===== src/rtl/mpe_ram.sv =====
// ----------------------------------------------------------------------------
// mpe_ram
// Generic simple dual-port RAM: one write port, one read port with a
// registered read that holds its data while the read enable is low.
// ----------------------------------------------------------------------------
module mpe_ram #(
  parameter int WIDTH = 32,
  parameter int DEPTH = 64,
  localparam int AW   = (DEPTH > 1) ? $clog2(DEPTH) : 1
) (
  input  logic             clk_i,
  input  logic             we_i,
  input  logic [AW-1:0]    waddr_i,
  input  logic [WIDTH-1:0] wdata_i,
  input  logic             re_i,
  input  logic [AW-1:0]    raddr_i,
  output logic [WIDTH-1:0] rdata_o
);

  logic [WIDTH-1:0] mem_q [DEPTH];
  logic [WIDTH-1:0] rdata_q;

  always_ff @(posedge clk_i) begin
    if (we_i) begin
      mem_q[waddr_i] <= wdata_i;
    end
    if (re_i) begin
      rdata_q <= mem_q[raddr_i];
    end
  end

  assign rdata_o = rdata_q;

endmodule

===== config.mk =====
export PLATFORM = sky130hd
export DESIGN_NAME = mpe_ram
export DESIGN_NICKNAME = d
export VERILOG_FILES = /design/src/rtl/mpe_ram.sv
export SDC_FILE = /design/constraint.sdc
export NUM_CORES = 2
export LEC_CHECK = 0
export BUFFER_PORTS_ARGS = -buffer_cell sky130_fd_sc_hd__buf_4
export CORE_MARGIN = 3
export CORE_UTILIZATION = 50
export DETAILED_ROUTE_END_ITERATION = 7
export HOLD_SLACK_MARGIN = 0.06
export PLACE_DENSITY = 0.65
export SLEW_MARGIN = 40
export SYNTH_ARGS = -nofsm -noshare
export SYNTH_HDL_FRONTEND = slang
export SYNTH_SLANG_ARGS = --single-unit
export TNS_END_PERCENT = 10

===== constraint.sdc =====
create_clock -name clk_i -period 4.6 [get_ports clk_i]
set_input_delay 0.23 -clock clk_i [delete_from_list [all_inputs] [get_ports clk_i]]
set_output_delay 0.23 -clock clk_i [all_outputs]
set_load 0.01 [all_outputs]

==> impl_metrics.prom <==
# TYPE chip_impl_metric gauge
chip_impl_metric{name="yosys.area.top_type_share",unit=""} 0.792
chip_impl_info{name="result_of_the_run",value="finished clean"} 1
chip_impl_metric{name="number_of_antenna_violations_at_the_first_check_in_global_routing",unit=""} 11
chip_impl_info{name="worst-setup-path-type",value="primary input to flip-flop"} 1
chip_impl_metric{name="clock_tree.buffer_depth",unit=""} 3
chip_impl_metric{name="irDropWorstVdd",unit="V"} 0.000398
chip_impl_metric{name="worstSkewPairLatency",unit="ps"} 830
chip_impl_info{name="synth_top_family_by_area",value="multiplexers"} 1
chip_impl_metric{name="cell_internal_pwr",unit="W"} 0.0307
chip_impl_info{name="synth_flop_cell",value="edfxtp_1"} 1
chip_impl_metric{name="htree_num_levels",unit=""} 4
chip_impl_metric{name="finalSetupViolCount",unit=""} 0
chip_impl_info{name="cts_tree",value="built"} 1
chip_impl_metric{name="initial_utilization",unit=""} 0.504
chip_impl_metric{name="cts_made_buffers",unit=""} 200
chip_impl_metric{name="detail_route.wl_per_cell",unit="um"} 34.9
chip_impl_metric{name="postLayoutSetupSlackWorst",unit="ps"} 1790
chip_impl_metric{name="cts_repair_resize_count",unit=""} 0
chip_impl_metric{name="clk_pin_slew_worst_paths",unit="ps"} 60
chip_impl_metric{name="design.final.nets",unit=""} 3668
chip_impl_metric{name="drt_pass1_iterations",unit=""} 5
chip_impl_metric{name="max_slew.worst_pin.slew",unit="ps"} 909
chip_impl_metric{name="holdBufCountCts",unit=""} 35
chip_impl_metric{name="chipWidth",unit="um"} 403
chip_impl_metric{name="synthArstFlopShare",unit=""} 0
chip_impl_metric{name="netlist_area",unit="mm^2"} 0.0788
chip_impl_metric{name="total_power_density_per_cell_area",unit="mW/mm^2"} 434
chip_impl_metric{name="switching_share",unit=""} 0.214
chip_impl_metric{name="total_switching_power",unit="W"} 0.00836
chip_impl_metric{name="normalized_max_slew_margin",unit=""} 0.394
chip_impl_metric{name="totalNegativeSetupSlack",unit="ps"} 0
chip_impl_info{name="rsz0062_at_grt",value="false"} 1
chip_impl_metric{name="syn_inst",unit=""} 3324
chip_impl_metric{name="post_synth_fa_ha_maj_area_fraction",unit=""} 0
chip_impl_metric{name="power_frac_clock",unit=""} 0.406
chip_impl_metric{name="post_synth_mux_area_share",unit=""} 0.167
chip_impl_metric{name="final-hold-violation-count",unit=""} 0
chip_impl_metric{name="floorplan.die.height",unit="um"} 403
chip_impl_metric{name="viasPerCell",unit=""} 6.42
chip_impl_metric{name="first_iter_violations",unit=""} 5071
chip_impl_metric{name="power_share_of_the_sequential_group",unit=""} 0.541
chip_impl_metric{name="grt_start_max_net_pins",unit=""} 82
chip_impl_info{name="synthTopCellsByArea",value="edfxtp_1 (79%), mux4_2 (16%), mux2i_1 (1.2%)"} 1
chip_impl_metric{name="power.static_leakage",unit="nW"} 28.0
chip_impl_metric{name="dpl.hpwl",unit="um"} 116000
chip_impl_metric{name="global_placement_routability_congestion",unit=""} 0.820
chip_impl_metric{name="vias",unit=""} 37500
chip_impl_metric{name="post-route-util",unit=""} 0.575
chip_impl_metric{name="finClkSkew",unit="ps"} 23.4
chip_impl_metric{name="rows",unit=""} 145
chip_impl_metric{name="layout-area-overhead-vs-synth",unit="%"} 14.1
chip_impl_metric{name="final.period_utilization",unit=""} 0.611
chip_impl_info{name="netlist.top_cell.by_area",value="edfxtp_1"} 1
chip_impl_metric{name="slew_viol_final",unit=""} 0
chip_impl_metric{name="ant_nets",unit=""} 0
chip_impl_metric{name="seqCellArea",unit="mm^2"} 0.0625
chip_impl_info{name="critPathLaunchType",value="primary input"} 1
chip_impl_metric{name="first_global_vias",unit=""} 37500
chip_impl_metric{name="synth_sequential_area_ratio",unit=""} 0.792
chip_impl_metric{name="io_pins",unit=""} 79
chip_impl_metric{name="synth_enable_flop_cells",unit=""} 2080
chip_impl_info{name="timing.critical_path.to_type",value="flip-flop"} 1
chip_impl_info{name="post-synth-top-count-cell",value="edfxtp_1"} 1
chip_impl_metric{name="dp_slack",unit="ps"} 946
chip_impl_metric{name="globalRouteOverflowTotal",unit=""} 0
chip_impl_metric{name="path_max_fanout",unit=""} 68
chip_impl_info{name="netlist_top_cells_count",value="edfxtp_1 (2080), mux4_2 (544), nor2_1 (137)"} 1
chip_impl_metric{name="portBuffers",unit=""} 78
chip_impl_metric{name="yosys_warnings",unit=""} 0
chip_impl_metric{name="synthXorXnorAreaFrac",unit=""} 0
chip_impl_info{name="min-delay-path-class",value="primary input to flip-flop"} 1
chip_impl_metric{name="synth-seq-cells",unit=""} 2080
chip_impl_metric{name="relative_contribution_of_combinational_cells_to_total_power",unit=""} 0.053
chip_impl_metric{name="period_needed",unit="ps"} 2810
chip_impl_metric{name="synth-compound-area-share",unit=""} 0.0167
chip_impl_metric{name="cts.repair_timing.setup_buffer_count",unit=""} 0
chip_impl_metric{name="worst-endpoint-required",unit="ps"} 5140
chip_impl_metric{name="cts.sinks",unit=""} 2080
chip_impl_metric{name="synth_fp_nets",unit=""} 3371
chip_impl_metric{name="drive_above_1_share",unit=""} 0.302
chip_impl_info{name="cts_root_buf",value="clkbuf_16"} 1
chip_impl_metric{name="detail_route.wirelength",unit="um"} 204000
chip_impl_metric{name="grt_first_pass_wirelength",unit="um"} 289000
chip_impl_metric{name="drc",unit=""} 0
chip_impl_metric{name="synth.avg_cell_area",unit="um^2"} 23.7
chip_impl_metric{name="core",unit="mm^2"} 0.156
chip_impl_metric{name="netlist-cell-type-count",unit=""} 33
chip_impl_metric{name="track_usage",unit=""} 0.254
chip_impl_metric{name="area_occupied_by_multi_input_gates",unit="mm^2"} 0.0160
chip_impl_metric{name="max_clock_freq",unit="MHz"} 356
chip_impl_metric{name="arrival",unit="ps"} 3350
chip_impl_metric{name="cap_viol_max_count",unit=""} 0
chip_impl_metric{name="die_area",unit="mm^2"} 0.162
chip_impl_metric{name="share_of_synthesized_cell_area_in_and_or_nand_and_nor_gates",unit=""} 0.0126
chip_impl_metric{name="fillerInstances",unit=""} 11100
==> registers in the layout, summed over array words and instances, names as in the netlist <==
register	count
rdata_o	32
mem_q	2048
==> per-layer routing <==
| layer | vias up | global-route usage | wire length (um) |
|---|---|---|---|
| met2 | 1998 | 0.389 | 96700 |
| met1 | 20300 | 0.375 | 81100 |
| met3 | 273 | 0.0565 | 20300 |
| met5 | - | 0 | 13 |
| met4 | 2 | 0.0706 | 5370 |
| li1 | 14900 | - | - |
==> power by group through the flow <==
| stage | clock [W] | combinational (W) | sequential [W] |
|---|---|---|---|
| final | 0.0159 | 0.00205 | 0.0211 |
| after global routing | 0.0168 | 0.00215 | 0.0211 |
| after CTS | 0.0161 | 0.00205 | 0.0211 |
| after detailed placement | 0 | 0.00202 | 0.0215 |
| after global placement | 0 | 0.00199 | 0.0215 |
| after floorplan | 0 | 0.00102 | 0.0215 |
==> critical path, cell delays in order <==
cell and delay (ps):
buf_8 390, buf_12 510, buf_4 450, mux4_2 560, mux2i_1 200, a21oi_1 140
a21oi_1 680, nor2_1 70
==> cell families (layout without fill, tap and decap cells) <==
logic type,count (synthesis),count (layout)
flip-flops,2080,2080
buffers and inverters,182,638
other,0,3
AND/OR/NAND/NOR,223,223
AO/OA/AOI/OAI,202,202
multiplexers,637,637
==> per-stage QoR <==
stage	area [um^2]	hold WS, ps	instances	power [W]
global route	89900	137	5839	0.0401
floorplan	78800	329	3324	0.0225
global placement	82900	646	5423	0.0235
CTS	89800	79.2	5834	0.0392
detailed placement	83200	646	5438	0.0235
finish	89900	156	5841	0.0390
==> layout make-up <==
type | instances | share of cell area
timing repair buffer | 277 | 0.0287
multi-input combinational | 1062 | 0.178
clock inverter | 115 | 0.0117
antenna | 3 | 0.0000835
sequential | 2080 | 0.695
clock buffer | 246 | 0.0578
tap | 2058 | 0.0286
==> worst paths after layout <==
check,slack (ps),from,to,cells past startpoint
min,160,waddr_i[1],mem_q[51][2],3
max,1790,raddr_i[0],rdata_o[22],8
max reg2reg,2080,mem_q[10][13],rdata_o[13],4
min reg2reg,950,mem_q[58][4],rdata_o[4],5
==> layout by cell type (no fill, tap or decap), drive strengths merged, types with 5 or more instances in the layout <==
cell type	n
a21oi	62
a22oi	12
a311oi	8
buf	241
bufinv	15
clkbuf	247
clkinv	81
clkinvlp	8
dlygate4sd3	35
edfxtp	2080
inv	11
mux2i	93
mux4	544
nand2	26
nand2b	8
nand3	5
nand3b	5
nor2	137
nor2b	15
nor3	7
o221ai	27
o22ai	84
or3b	5
No activity file was read; power rests on OpenSTA's default activity.
